===== config.mk =====
export PLATFORM = sky130hd
export DESIGN_NAME = adc_sample_to_ascii_millivolts_flat
export DESIGN_NICKNAME = d
export VERILOG_FILES = /design/src/hdl/asmv_pkg.sv /design/src/hdl/asmv_if.sv /design/src/hdl/adc_sample_to_ascii_millivolts.sv /design/src/hdl/asmv_seq.sv /design/src/hdl/asmv_scale.sv /design/src/hdl/asmv_ser.sv /design/src/flat_wrapper.sv
export SDC_FILE = /design/constraint.sdc
export NUM_CORES = 1
export LEC_CHECK = 0
export BUFFER_PORTS_ARGS = -buffer_cell sky130_fd_sc_hd__buf_2
export CORE_MARGIN = 5
export CORE_UTILIZATION = 40
export DETAILED_ROUTE_END_ITERATION = 16
export PLACE_DENSITY = 0.6
export SETUP_SLACK_MARGIN = 0.2
export SLEW_MARGIN = 10
export SYNTH_ARGS = -nofsm -noshare
export SYNTH_HDL_FRONTEND = slang
export SYNTH_SLANG_ARGS = --single-unit

===== constraint.sdc =====
create_clock -name i_clk -period 6.7 [get_ports i_clk]
set_clock_uncertainty 0.05 [all_clocks]
set_input_delay 0.67 -clock i_clk [delete_from_list [all_inputs] [get_ports i_clk]]
set_output_delay 0.67 -clock i_clk [all_outputs]
set_load 0.03 [all_outputs]

===== src/hdl/asmv_pkg.sv =====
// Package: widths, constants and shared types of the millivolt ASCII formatter.
package asmv_pkg;

    // Sample and reference widths
    localparam int SAMPLE_BITS = 12;
    localparam int REF_W       = 14;
    localparam int MV_W        = 14;
    localparam int CHAR_W      = 8;

    localparam logic [SAMPLE_BITS-1:0] CODE_MAX  = {SAMPLE_BITS{1'b1}};
    localparam logic [REF_W-1:0]       REF_RESET = REF_W'(3300);
    localparam logic [MV_W-1:0]        MV_MAX    = MV_W'(9999);

    // Divide-by-(2^SAMPLE_BITS - 1) datapath widths
    localparam int PROD_W = SAMPLE_BITS + REF_W;
    localparam int FOLD_W = (REF_W > SAMPLE_BITS) ? REF_W + 1 : SAMPLE_BITS + 1;
    localparam int CARRY_W = FOLD_W - SAMPLE_BITS;
    localparam int QUOT_W = REF_W + 1;

    // Reciprocal constants for decimal digit extraction
    localparam int THOU_MUL = 8389;   // ~ 2^23 / 1000, exact for mv < 10000
    localparam int THOU_SH  = 23;
    localparam int THOU_PW  = MV_W + 14;
    localparam int HUND_MUL = 41;     // ~ 2^12 / 100, exact for rem < 1000
    localparam int HUND_SH  = 12;
    localparam int HUND_PW  = 16;
    localparam int TENS_MUL = 205;    // ~ 2^11 / 10, exact for rem < 100
    localparam int TENS_SH  = 11;
    localparam int TENS_PW  = 15;
    localparam int DIG_W    = 4;
    localparam int REM3_W   = 10;
    localparam int REM2_W   = 7;

    // ASCII codes
    localparam logic [CHAR_W-1:0] CH_ZERO = 8'd48;
    localparam logic [CHAR_W-1:0] CH_DOT  = 8'd46;
    localparam logic [CHAR_W-1:0] CH_CR   = 8'd13;
    localparam logic [CHAR_W-1:0] CH_LF   = 8'd10;

    // Event kinds
    localparam logic REQ_TICK = 1'b0;
    localparam logic REQ_CONV = 1'b1;

    // Scale pipeline depth
    localparam int NSTG = 7;

    // Conversion handed from the sequencer to the scaler
    typedef struct packed {
        logic [SAMPLE_BITS-1:0] code;
        logic [REF_W-1:0]       ref_mv;
    } t_run;

    // Scaler pipeline payload
    typedef struct packed {
        logic [SAMPLE_BITS-1:0] code;
        logic [REF_W-1:0]       ref_mv;
        logic [PROD_W-1:0]      prod;
        logic [MV_W-1:0]        mv;
        logic [DIG_W-1:0]       thou;
        logic [REM3_W-1:0]      rem3;
        logic [DIG_W-1:0]       hund;
        logic [REM2_W-1:0]      rem2;
        logic [DIG_W-1:0]       tens;
    } t_scl;

    // Finished run handed to the serializer
    typedef struct packed {
        logic [MV_W-1:0]  mv;
        logic [DIG_W-1:0] thou;
        logic [DIG_W-1:0] hund;
        logic [DIG_W-1:0] tens;
    } t_dig;

    // Character position within a line
    typedef enum logic [2:0] {
        POS_THOU,
        POS_DOT,
        POS_HUND,
        POS_TENS,
        POS_CR,
        POS_LF
    } t_pos;

endpackage


===== src/hdl/asmv_if.sv =====
// Interfaces: event input, reference write and character output channels.
interface asmv_in_if;
    logic                              valid;
    logic                              ready;
    logic                              req_type;
    logic [asmv_pkg::SAMPLE_BITS-1:0]  sample_code;

    modport source (output valid, req_type, sample_code, input ready);
    modport sink   (input valid, req_type, sample_code, output ready);
endinterface

interface asmv_cfg_if;
    logic                        valid;
    logic                        ready;
    logic [asmv_pkg::REF_W-1:0]  reference_mv;

    modport source (output valid, reference_mv, input ready);
    modport sink   (input valid, reference_mv, output ready);
endinterface

interface asmv_out_if;
    logic                         valid;
    logic                         ready;
    logic [asmv_pkg::CHAR_W-1:0]  ascii_char;
    logic                         last_char;
    logic [asmv_pkg::MV_W-1:0]    millivolts;

    modport source (output valid, ascii_char, last_char, millivolts, input ready);
    modport sink   (input valid, ascii_char, last_char, millivolts, output ready);
endinterface


===== src/hdl/adc_sample_to_ascii_millivolts.sv =====
// Top level: ADC code to millivolt ASCII line formatter.
//
// Channels: i_in carries events (req_type 0 = timer tick, 1 = conversion done
// with sample_code). i_cfg writes the full-scale reference in millivolts; it is
// always ready and should be written only while no run is in flight.
// o_out carries characters 'V' '.' 'H' 'T' CR LF, with last_char on the LF and
// millivolts (saturated at 9999) on all six.
// A tick moves the sequencer from idle to sampling; a pending conversion while
// sampling starts a run. Events that start no run produce nothing.
// The first character of a run is registered through the sequencer run register,
// the 7 scaler stages and the serializer register.
// Throughput: one event per cycle while i_in.ready is high; one character per
// cycle on the output while o_out.ready is high, and runs can follow back to back.
// When o_out stalls the serializer holds its character, the scaler pipeline
// fills, and i_in.ready drops once the sequencer's run register is blocked.
// Reset (synchronous, active low): idle, no pending flags, held code 0,
// reference 3300 mV, pipeline and serializer empty.
module adc_sample_to_ascii_millivolts (
    input  logic        i_clk,
    input  logic        i_rst_n,
    asmv_in_if.sink     i_in,
    asmv_cfg_if.sink    i_cfg,
    asmv_out_if.source  o_out
);

    logic            w_run_vld;
    logic            w_run_rdy;
    asmv_pkg::t_run  w_run;
    logic            w_dig_vld;
    logic            w_dig_rdy;
    asmv_pkg::t_dig  w_dig;

    asmv_seq u_seq (
        .i_clk     (i_clk),
        .i_rst_n   (i_rst_n),
        .i_in      (i_in),
        .i_cfg     (i_cfg),
        .o_run_vld (w_run_vld),
        .i_run_rdy (w_run_rdy),
        .o_run     (w_run)
    );

    asmv_scale u_scale (
        .i_clk     (i_clk),
        .i_rst_n   (i_rst_n),
        .i_run_vld (w_run_vld),
        .o_run_rdy (w_run_rdy),
        .i_run     (w_run),
        .o_dig_vld (w_dig_vld),
        .i_dig_rdy (w_dig_rdy),
        .o_dig     (w_dig)
    );

    asmv_ser u_ser (
        .i_clk     (i_clk),
        .i_rst_n   (i_rst_n),
        .i_dig_vld (w_dig_vld),
        .o_dig_rdy (w_dig_rdy),
        .i_dig     (w_dig),
        .o_out     (o_out)
    );

    // Last marker rides exactly on the line feed
    a_last_on_lf: assert property (@(posedge i_clk) disable iff (!i_rst_n)
        o_out.valid |-> (o_out.last_char == (o_out.ascii_char == asmv_pkg::CH_LF)))
        else $error("last_char not aligned with line feed");

    // Within a run, the next character follows at once with the same value
    a_run_hold: assert property (@(posedge i_clk) disable iff (!i_rst_n)
        (o_out.valid && o_out.ready && !o_out.last_char)
            |=> (o_out.valid && $stable(o_out.millivolts)))
        else $error("run broken or millivolts changed mid-line");

    // Line done with no finished run waiting leaves the output empty
    a_drain: assert property (@(posedge i_clk) disable iff (!i_rst_n)
        (o_out.valid && o_out.ready && o_out.last_char && !w_dig_vld) |=> !o_out.valid)
        else $error("character emitted without a run");

    // Scaled value never exceeds four digits
    a_mv_range: assert property (@(posedge i_clk) disable iff (!i_rst_n)
        w_dig_vld |-> (w_dig.mv <= asmv_pkg::MV_MAX && w_dig.thou <= 4'd9))
        else $error("scaled value out of range");

endmodule


===== src/hdl/asmv_seq.sv =====
// Event sequencer: pending flags, idle/sampling phase, held code and reference register.
module asmv_seq (
    input  logic                  i_clk,
    input  logic                  i_rst_n,
    asmv_in_if.sink               i_in,
    asmv_cfg_if.sink              i_cfg,
    output logic                  o_run_vld,
    input  logic                  i_run_rdy,
    output asmv_pkg::t_run        o_run
);

    logic                             r_phase, n_phase;
    logic                             r_tick, n_tick;
    logic                             r_conv, n_conv;
    logic [asmv_pkg::SAMPLE_BITS-1:0] r_code, n_code;
    logic [asmv_pkg::REF_W-1:0]       r_ref;
    logic                             r_run_vld;
    asmv_pkg::t_run                   r_run;
    logic                             w_acc;
    logic                             w_fire;

    assign i_cfg.ready = 1'b1;
    assign i_in.ready  = !r_run_vld || i_run_rdy;
    assign w_acc       = i_in.valid && i_in.ready;

    // Apply one event, then the phase transitions in order
    always_comb begin
        n_tick  = r_tick;
        n_conv  = r_conv;
        n_code  = r_code;
        n_phase = r_phase;
        w_fire  = 1'b0;
        if (w_acc) begin
            if (i_in.req_type == asmv_pkg::REQ_TICK) begin
                n_tick = 1'b1;
            end else begin
                n_conv = 1'b1;
                n_code = i_in.sample_code;
            end
            if (!n_phase && n_tick) begin
                n_tick  = 1'b0;
                n_phase = 1'b1;
            end
            if (n_phase && n_conv) begin
                w_fire  = 1'b1;
                n_conv  = 1'b0;
                n_phase = 1'b0;
                if (n_tick) begin
                    n_tick  = 1'b0;
                    n_phase = 1'b1;
                end
            end
        end
    end

    // Control state
    always_ff @(posedge i_clk) begin
        if (!i_rst_n) begin
            r_phase   <= 1'b0;
            r_tick    <= 1'b0;
            r_conv    <= 1'b0;
            r_code    <= '0;
            r_ref     <= asmv_pkg::REF_RESET;
            r_run_vld <= 1'b0;
        end else begin
            r_phase <= n_phase;
            r_tick  <= n_tick;
            r_conv  <= n_conv;
            r_code  <= n_code;
            if (i_cfg.valid && i_cfg.ready) begin
                r_ref <= i_cfg.reference_mv;
            end
            if (i_in.ready) begin
                r_run_vld <= w_fire;
            end
        end
    end

    // Run payload
    always_ff @(posedge i_clk) begin
        if (w_fire) begin
            r_run.code   <= n_code;
            r_run.ref_mv <= r_ref;
        end
    end

    assign o_run_vld = r_run_vld;
    assign o_run     = r_run;

endmodule


===== src/hdl/asmv_scale.sv =====
// Scaler pipeline: code times reference over full scale, saturation, decimal digits.
module asmv_scale (
    input  logic                  i_clk,
    input  logic                  i_rst_n,
    input  logic                  i_run_vld,
    output logic                  o_run_rdy,
    input  asmv_pkg::t_run        i_run,
    output logic                  o_dig_vld,
    input  logic                  i_dig_rdy,
    output asmv_pkg::t_dig        o_dig
);

    asmv_pkg::t_scl                 r_stg [asmv_pkg::NSTG];
    asmv_pkg::t_scl                 n_stg [asmv_pkg::NSTG];
    logic [asmv_pkg::NSTG-1:0]      r_vld;
    logic [asmv_pkg::NSTG-1:0]      w_en;

    // Fold-based divide by 2^SAMPLE_BITS - 1
    logic [asmv_pkg::REF_W-1:0]       w_hi;
    logic [asmv_pkg::SAMPLE_BITS-1:0] w_lo;
    logic [asmv_pkg::FOLD_W-1:0]      w_fold;
    logic [asmv_pkg::CARRY_W-1:0]     w_carry;
    logic [asmv_pkg::SAMPLE_BITS:0]   w_fix;
    logic [asmv_pkg::QUOT_W-1:0]      w_quot;
    logic [asmv_pkg::THOU_PW-1:0]     w_thou_p;
    logic [asmv_pkg::MV_W-1:0]        w_rem3;
    logic [asmv_pkg::HUND_PW-1:0]     w_hund_p;
    logic [asmv_pkg::REM3_W-1:0]      w_rem2;
    logic [asmv_pkg::TENS_PW-1:0]     w_tens_p;

    // Stall chain, last stage first
    always_comb begin
        w_en[asmv_pkg::NSTG-1] = !r_vld[asmv_pkg::NSTG-1] || i_dig_rdy;
        for (int k = asmv_pkg::NSTG - 2; k >= 0; k--) begin
            w_en[k] = !r_vld[k] || w_en[k+1];
        end
    end

    assign o_run_rdy = w_en[0];

    // Per-stage arithmetic
    always_comb begin
        // stage 0: product
        n_stg[0]        = '0;
        n_stg[0].code   = i_run.code;
        n_stg[0].ref_mv = i_run.ref_mv;
        n_stg[0].prod   = asmv_pkg::PROD_W'(i_run.code) * asmv_pkg::PROD_W'(i_run.ref_mv);

        // stage 1: divide and saturate
        w_hi    = r_stg[0].prod[asmv_pkg::PROD_W-1:asmv_pkg::SAMPLE_BITS];
        w_lo    = r_stg[0].prod[asmv_pkg::SAMPLE_BITS-1:0];
        w_fold  = asmv_pkg::FOLD_W'(w_hi) + asmv_pkg::FOLD_W'(w_lo);
        w_carry = w_fold[asmv_pkg::FOLD_W-1:asmv_pkg::SAMPLE_BITS];
        w_fix   = (asmv_pkg::SAMPLE_BITS+1)'(w_carry)
                + (asmv_pkg::SAMPLE_BITS+1)'(w_fold[asmv_pkg::SAMPLE_BITS-1:0]);
        w_quot  = asmv_pkg::QUOT_W'(w_hi) + asmv_pkg::QUOT_W'(w_carry)
                + asmv_pkg::QUOT_W'(w_fix >= (asmv_pkg::SAMPLE_BITS+1)'(asmv_pkg::CODE_MAX));
        n_stg[1] = r_stg[0];
        n_stg[1].mv = (w_quot > asmv_pkg::QUOT_W'(asmv_pkg::MV_MAX)) ?
                      asmv_pkg::MV_MAX : w_quot[asmv_pkg::MV_W-1:0];

        // stage 2: thousands
        w_thou_p = asmv_pkg::THOU_PW'(r_stg[1].mv) * asmv_pkg::THOU_PW'(asmv_pkg::THOU_MUL);
        n_stg[2] = r_stg[1];
        n_stg[2].thou = w_thou_p[asmv_pkg::THOU_SH+asmv_pkg::DIG_W-1:asmv_pkg::THOU_SH];

        // stage 3: remainder below a thousand
        w_rem3 = r_stg[2].mv - asmv_pkg::MV_W'(r_stg[2].thou) * asmv_pkg::MV_W'(1000);
        n_stg[3] = r_stg[2];
        n_stg[3].rem3 = w_rem3[asmv_pkg::REM3_W-1:0];

        // stage 4: hundreds
        w_hund_p = asmv_pkg::HUND_PW'(r_stg[3].rem3) * asmv_pkg::HUND_PW'(asmv_pkg::HUND_MUL);
        n_stg[4] = r_stg[3];
        n_stg[4].hund = w_hund_p[asmv_pkg::HUND_SH+asmv_pkg::DIG_W-1:asmv_pkg::HUND_SH];

        // stage 5: remainder below a hundred
        w_rem2 = r_stg[4].rem3 - asmv_pkg::REM3_W'(r_stg[4].hund) * asmv_pkg::REM3_W'(100);
        n_stg[5] = r_stg[4];
        n_stg[5].rem2 = w_rem2[asmv_pkg::REM2_W-1:0];

        // stage 6: tens
        w_tens_p = asmv_pkg::TENS_PW'(r_stg[5].rem2) * asmv_pkg::TENS_PW'(asmv_pkg::TENS_MUL);
        n_stg[6] = r_stg[5];
        n_stg[6].tens = w_tens_p[asmv_pkg::TENS_SH+asmv_pkg::DIG_W-1:asmv_pkg::TENS_SH];
    end

    // Stage valid bits
    always_ff @(posedge i_clk) begin
        if (!i_rst_n) begin
            r_vld <= '0;
        end else begin
            if (w_en[0]) begin
                r_vld[0] <= i_run_vld;
            end
            for (int k = 1; k < asmv_pkg::NSTG; k++) begin
                if (w_en[k]) begin
                    r_vld[k] <= r_vld[k-1];
                end
            end
        end
    end

    // Stage payload
    always_ff @(posedge i_clk) begin
        for (int k = 0; k < asmv_pkg::NSTG; k++) begin
            if (w_en[k]) begin
                r_stg[k] <= n_stg[k];
            end
        end
    end

    assign o_dig_vld  = r_vld[asmv_pkg::NSTG-1];
    assign o_dig.mv   = r_stg[asmv_pkg::NSTG-1].mv;
    assign o_dig.thou = r_stg[asmv_pkg::NSTG-1].thou;
    assign o_dig.hund = r_stg[asmv_pkg::NSTG-1].hund;
    assign o_dig.tens = r_stg[asmv_pkg::NSTG-1].tens;

endmodule


===== src/hdl/asmv_ser.sv =====
// Line serializer: six registered characters per run, last marker on the line feed.
module asmv_ser (
    input  logic                  i_clk,
    input  logic                  i_rst_n,
    input  logic                  i_dig_vld,
    output logic                  o_dig_rdy,
    input  asmv_pkg::t_dig        i_dig,
    asmv_out_if.source            o_out
);

    logic                          r_busy, n_busy;
    asmv_pkg::t_pos                r_pos, n_pos, w_pos_inc;
    asmv_pkg::t_dig                r_dig, n_dig;
    logic [asmv_pkg::CHAR_W-1:0]   r_char, n_char;
    logic                          r_last;
    logic                          w_fire;
    logic                          w_take;

    assign w_fire    = r_busy && o_out.ready;
    assign o_dig_rdy = !r_busy || (w_fire && r_pos == asmv_pkg::POS_LF);
    assign w_take    = i_dig_vld && o_dig_rdy;

    // Position step
    always_comb begin
        unique case (r_pos)
            asmv_pkg::POS_THOU: w_pos_inc = asmv_pkg::POS_DOT;
            asmv_pkg::POS_DOT:  w_pos_inc = asmv_pkg::POS_HUND;
            asmv_pkg::POS_HUND: w_pos_inc = asmv_pkg::POS_TENS;
            asmv_pkg::POS_TENS: w_pos_inc = asmv_pkg::POS_CR;
            asmv_pkg::POS_CR:   w_pos_inc = asmv_pkg::POS_LF;
            default:            w_pos_inc = asmv_pkg::POS_THOU;
        endcase
    end

    // Next run / position
    always_comb begin
        n_busy = r_busy;
        n_pos  = r_pos;
        if (w_take) begin
            n_busy = 1'b1;
            n_pos  = asmv_pkg::POS_THOU;
        end else if (w_fire) begin
            if (r_pos == asmv_pkg::POS_LF) begin
                n_busy = 1'b0;
            end else begin
                n_pos = w_pos_inc;
            end
        end
        n_dig = w_take ? i_dig : r_dig;
    end

    // Character decode
    always_comb begin
        unique case (n_pos)
            asmv_pkg::POS_THOU: n_char = asmv_pkg::CH_ZERO + asmv_pkg::CHAR_W'(n_dig.thou);
            asmv_pkg::POS_DOT:  n_char = asmv_pkg::CH_DOT;
            asmv_pkg::POS_HUND: n_char = asmv_pkg::CH_ZERO + asmv_pkg::CHAR_W'(n_dig.hund);
            asmv_pkg::POS_TENS: n_char = asmv_pkg::CH_ZERO + asmv_pkg::CHAR_W'(n_dig.tens);
            asmv_pkg::POS_CR:   n_char = asmv_pkg::CH_CR;
            default:            n_char = asmv_pkg::CH_LF;
        endcase
    end

    // Control state
    always_ff @(posedge i_clk) begin
        if (!i_rst_n) begin
            r_busy <= 1'b0;
            r_pos  <= asmv_pkg::POS_THOU;
        end else begin
            r_busy <= n_busy;
            r_pos  <= n_pos;
        end
    end

    // Output payload
    always_ff @(posedge i_clk) begin
        r_dig  <= n_dig;
        r_char <= n_char;
        r_last <= (n_pos == asmv_pkg::POS_LF);
    end

    assign o_out.valid      = r_busy;
    assign o_out.ascii_char = r_char;
    assign o_out.last_char  = r_last;
    assign o_out.millivolts = r_dig.mv;

endmodule

===== src/flat_wrapper.sv =====
// flat-port wrapper written by rule: the top's interface ports become plain ports
module adc_sample_to_ascii_millivolts_flat 
  (i_clk, i_rst_n, i_in_valid, i_in_req_type, i_in_sample_code, i_in_ready, i_cfg_valid, i_cfg_reference_mv, i_cfg_ready, o_out_valid, o_out_ascii_char, o_out_last_char, o_out_millivolts, o_out_ready);
  asmv_in_if i_in_i ();
  asmv_cfg_if i_cfg_i ();
  asmv_out_if o_out_i ();
  input  logic i_clk;
  input  logic i_rst_n;
  input wire logic [$bits(i_in_i.valid)-1:0] i_in_valid;
  input wire logic [$bits(i_in_i.req_type)-1:0] i_in_req_type;
  input wire logic [$bits(i_in_i.sample_code)-1:0] i_in_sample_code;
  output wire logic [$bits(i_in_i.ready)-1:0] i_in_ready;
  input wire logic [$bits(i_cfg_i.valid)-1:0] i_cfg_valid;
  input wire logic [$bits(i_cfg_i.reference_mv)-1:0] i_cfg_reference_mv;
  output wire logic [$bits(i_cfg_i.ready)-1:0] i_cfg_ready;
  output wire logic [$bits(o_out_i.valid)-1:0] o_out_valid;
  output wire logic [$bits(o_out_i.ascii_char)-1:0] o_out_ascii_char;
  output wire logic [$bits(o_out_i.last_char)-1:0] o_out_last_char;
  output wire logic [$bits(o_out_i.millivolts)-1:0] o_out_millivolts;
  input wire logic [$bits(o_out_i.ready)-1:0] o_out_ready;
  assign i_in_i.valid = i_in_valid;
  assign i_in_i.req_type = i_in_req_type;
  assign i_in_i.sample_code = i_in_sample_code;
  assign i_in_ready = i_in_i.ready;
  assign i_cfg_i.valid = i_cfg_valid;
  assign i_cfg_i.reference_mv = i_cfg_reference_mv;
  assign i_cfg_ready = i_cfg_i.ready;
  assign o_out_valid = o_out_i.valid;
  assign o_out_ascii_char = o_out_i.ascii_char;
  assign o_out_last_char = o_out_i.last_char;
  assign o_out_millivolts = o_out_i.millivolts;
  assign o_out_i.ready = o_out_ready;
  adc_sample_to_ascii_millivolts u_core (.i_clk(i_clk), .i_rst_n(i_rst_n), .i_in(i_in_i), .i_cfg(i_cfg_i), .o_out(o_out_i));
endmodule

==> results.md <==
* Hold Path Class: in -> reg
* Fin. Hold Viols at 0
* Synth Area per Inst at 11.33 um^2
* Most used DFF post-synth: edfxtp_1
* Top cells by count, synth: inv_1 (292), ha_1 (260), edfxtp_1 (202), fa_1 (161), nand2_1 (158)
* Vias post-DR at 11820
* Max Slew Vio Count at 0
* Slew headroom at 27.53%
* Post-DP HPWL at 27420 um
* Syn Std Cell Area at 19390 um^2
* Final global-route overflow total at 0
* Most frequent cell on the critical path: fa_1
* Total GRT Usage at 13.36%
* Total inserted antenna cells at 0
* Worst EP arrival at 6.47 ns
* Critical path required time at 6.97 ns
* Worst Path Max Fanout at 14
* NumNets Final at 2205
* Die Y-Extent at 230.2 um
* Worst-skew pair later-pin latency at 0.57 ns
* Port bufs at 54
* I/O Pins at 58
* Layout cells sized above 1 at 9.127%
* First-pass GRT wire length at 59130 um
* Clock-pin slew on the worst setup and hold paths at 0.06 ns
* CP Class: reg -> reg
* Unrepaired setup endpoints after global routing: no
* Library cells used by synthesis at 70
* DRT antenna net count at 0
* Worst slew pin tran at 1.084 ns
* Chip Width at 230.2 um
* Reg-to-Reg Start: u_core.u_seq.o_run[19]$_DFFE_PP_
* Max Cap Viol at 0
* Pin count of the biggest net entering global routing at 42
* Mapped Cells at 1712
* Outcome: finished clean
* Drc violations at 0
* CTS buffer count at 30
* Core area at 47850 um^2
* Vias in the first global route at 12280
* Post-synth top area share at 31.29%
* Delay-heaviest family, CP: adder cells
* Asr flop ratio synth at 0%
* Hold-fix buffers, CTS at 0
* Hold Path Sink: u_core.u_seq.r_ref[5]$_SDFFE_PN1P_
* Period minus WS final at 6.204 ns
* Worst-case clock buffer depth at 3
* Area contributors post-synth: edfxtp_1 (31%), ha_1 (17%), fa_1 (17%)
* Post-Route WL at 35070 um
* CTS sink count at 262
* Row count at 80
* Initial Util at 40.52%
* Setup violations, final at 0
* Die ar. at 52970 um^2
* Synthesis-stage register bit count at 262
* Fmax at 161.2 MHz
* Root buffer cell: clkbuf_16
* Startpoint types: flop
* CP endpoint kind: flop
* CP Depth at 18
* Worst reg-to-reg setup slack at 0.50 ns
* Count leader, synth: inv_1
* Crit-path cells: nand2_1, fa_1, inv_1, fa_1, inv_1, fa_1, inv_1, fa_1, fa_1, ha_1, or4_1, o221ai_1, a31oi_1, a41o_1, o31a_1, a221o_1, a21oi_1, xnor2_1
* DR WL/cell at 14.67 um
* Placer Congestion at 0.8288
* Cell count of the worst reg-to-reg path at 18
* Initial drt markers at 585
* Period Utilization, post-route at 92.60%
* Area Overhead vs Synth at 9.525%
* Seq/Total Area, Yosys at 37.48%
* Drt pass-1 iters at 5
* EDFF count, synth at 202
* Slowest Stage Delay on Critical Path at 0.70 ns
* Setup_tns at 0 ns
* CP max-delay cell: edfxtp_1
* Vias per inst at 4.946
* CTS H-tree depth at 1
* R2r endpoint: u_core.u_scale.r_stg[0][68]$_DFFE_PP_
* Initial antenna violation count at 0
* Hold path startpoint: i_cfg_reference_mv[5]
* Worst Hold Depth at 3
* Ys Warns at 0
* Bufs and invs on worst path at 3
* CTS tree: built
* Synth area leader: edfxtp_1
[placed cells by master (no fill, tap or decap), types with 14 or more instances in the layout]
cell       count
o21ai_0       21
a21o_1        21
nand2_1      157
buf_2         54
and2_1        69
nor2b_1       20
mux2i_1       20
dfxtp_1       60
nor2_1        45
a21oi_1       48
inv_1        292
fa_1         161
ha_1         259
xnor2_1       53
mux2_2        29
clkbuf_16     31
o21a_1        14
xor2_1        18
nand3_1       16
edfxtp_1     202
[stage by stage]
stage | setup slack (ns) | hold slack (ns) | area (um^2) | cells | utilization, %
2_1_floorplan | 0.9112 | 0.3503 | 19390 | 1713 | -
3_3_place_gp | 0.5861 | 0.3504 | 20230 | 2334 | 42.29
3_5_place_dp | 0.3425 | 0.3545 | 20230 | 2334 | 42.29
4_1_cts | 0.3182 | 0.2284 | 21210 | 2389 | 44.32
5_1_grt | 0.2173 | 0.2457 | 21240 | 2390 | 44.38
6_report | 0.4956 | 0.2710 | 21240 | 2390 | 44.38
[tightest hold or removal path: stages]
cell and delay, ns:
buf_2 0.07, mux2i_1 0.05, nand2_1 0.06
[how the worst max path moves through the flow]
| stage | start | to | slack [ns] |
|---|---|---|---|
| detailed placement | u_core.u_scale.r_stg[0][43]$_DFFE_PP_ | u_core.u_scale.r_stg[1][30]$_SDFFCE_PN1P_ | 0.34 |
| CTS | u_core.u_scale.r_stg[0][55]$_DFFE_PP_ | u_core.u_scale.r_stg[1][30]$_SDFFCE_PN1P_ | 0.32 |
| global route | u_core.u_scale.r_stg[0][55]$_DFFE_PP_ | u_core.u_scale.r_stg[1][30]$_SDFFCE_PN1P_ | 0.22 |
| floorplan | u_core.u_scale.r_stg[0][55]$_DFFE_PP_ | u_core.u_scale.r_stg[1][30]$_SDFFCE_PN1P_ | 0.91 |
| global placement | u_core.u_scale.r_stg[0][55]$_DFFE_PP_ | u_core.u_scale.r_stg[1][30]$_SDFFCE_PN1P_ | 0.59 |
| finish | u_core.u_seq.o_run[19]$_DFFE_PP_ | u_core.u_scale.r_stg[0][68]$_DFFE_PP_ | 0.50 |
[sequential cells by signal, summed over array words and instances (netlist names), 3 cells and up]
name,cells
u_core.u_ser.r_pos,3
u_core.u_ser.o_out.millivolts,14
u_core.u_ser.r_dig,12
u_core.u_scale.r_vld,7
u_core.u_seq.r_code,12
u_core.u_seq.r_ref,14
u_core.u_scale.r_stg,162
u_core.u_ser.o_out.ascii_char,6
u_core.u_seq.o_run,26
[layout make-up]
class / count / area, um^2
clock inverter: 16 / 147.6
tap: 615 / 769.5
sequential: 262 / 7267
timing repair buffer: 65 / 352.8
clock buffer: 39 / 825.8
multi-input combinational: 1101 / 10780
fill: 4482 / 26610
inverter: 292 / 1096
[cell families (layout without fill, tap and decap cells)]
| group | after synthesis | after routing | share of synthesized area [%] |
|---|---|---|---|
| buffers and inverters | 350 | 412 | 7.118 |
| other | 2 | 3 | 0.03873 |
| AO/OA/AOI/OAI | 178 | 178 | 6.208 |
| XOR/XNOR | 72 | 72 | 3.323 |
| flip-flops | 262 | 262 | 37.48 |
| AND/OR/NAND/NOR | 376 | 376 | 9.590 |
| multiplexers | 50 | 50 | 2.788 |
| adder cells (fa/ha/maj) | 422 | 422 | 33.45 |
[per-layer routing]
layer	track usage (%)	share of wire, %
met5	0	0
met2	23.70	51
met4	3.400	2.1
met3	2.073	3.8
met1	17.15	43
[repair_timing]
item / CTS / global route
gates resized for setup: 0 / 8
setup buffers: 0 / 1
setup endpoints to repair: 0 / 13
Power is not shown: default switching activity piles up to over one toggle a cycle in this logic, so the estimate is an artifact.
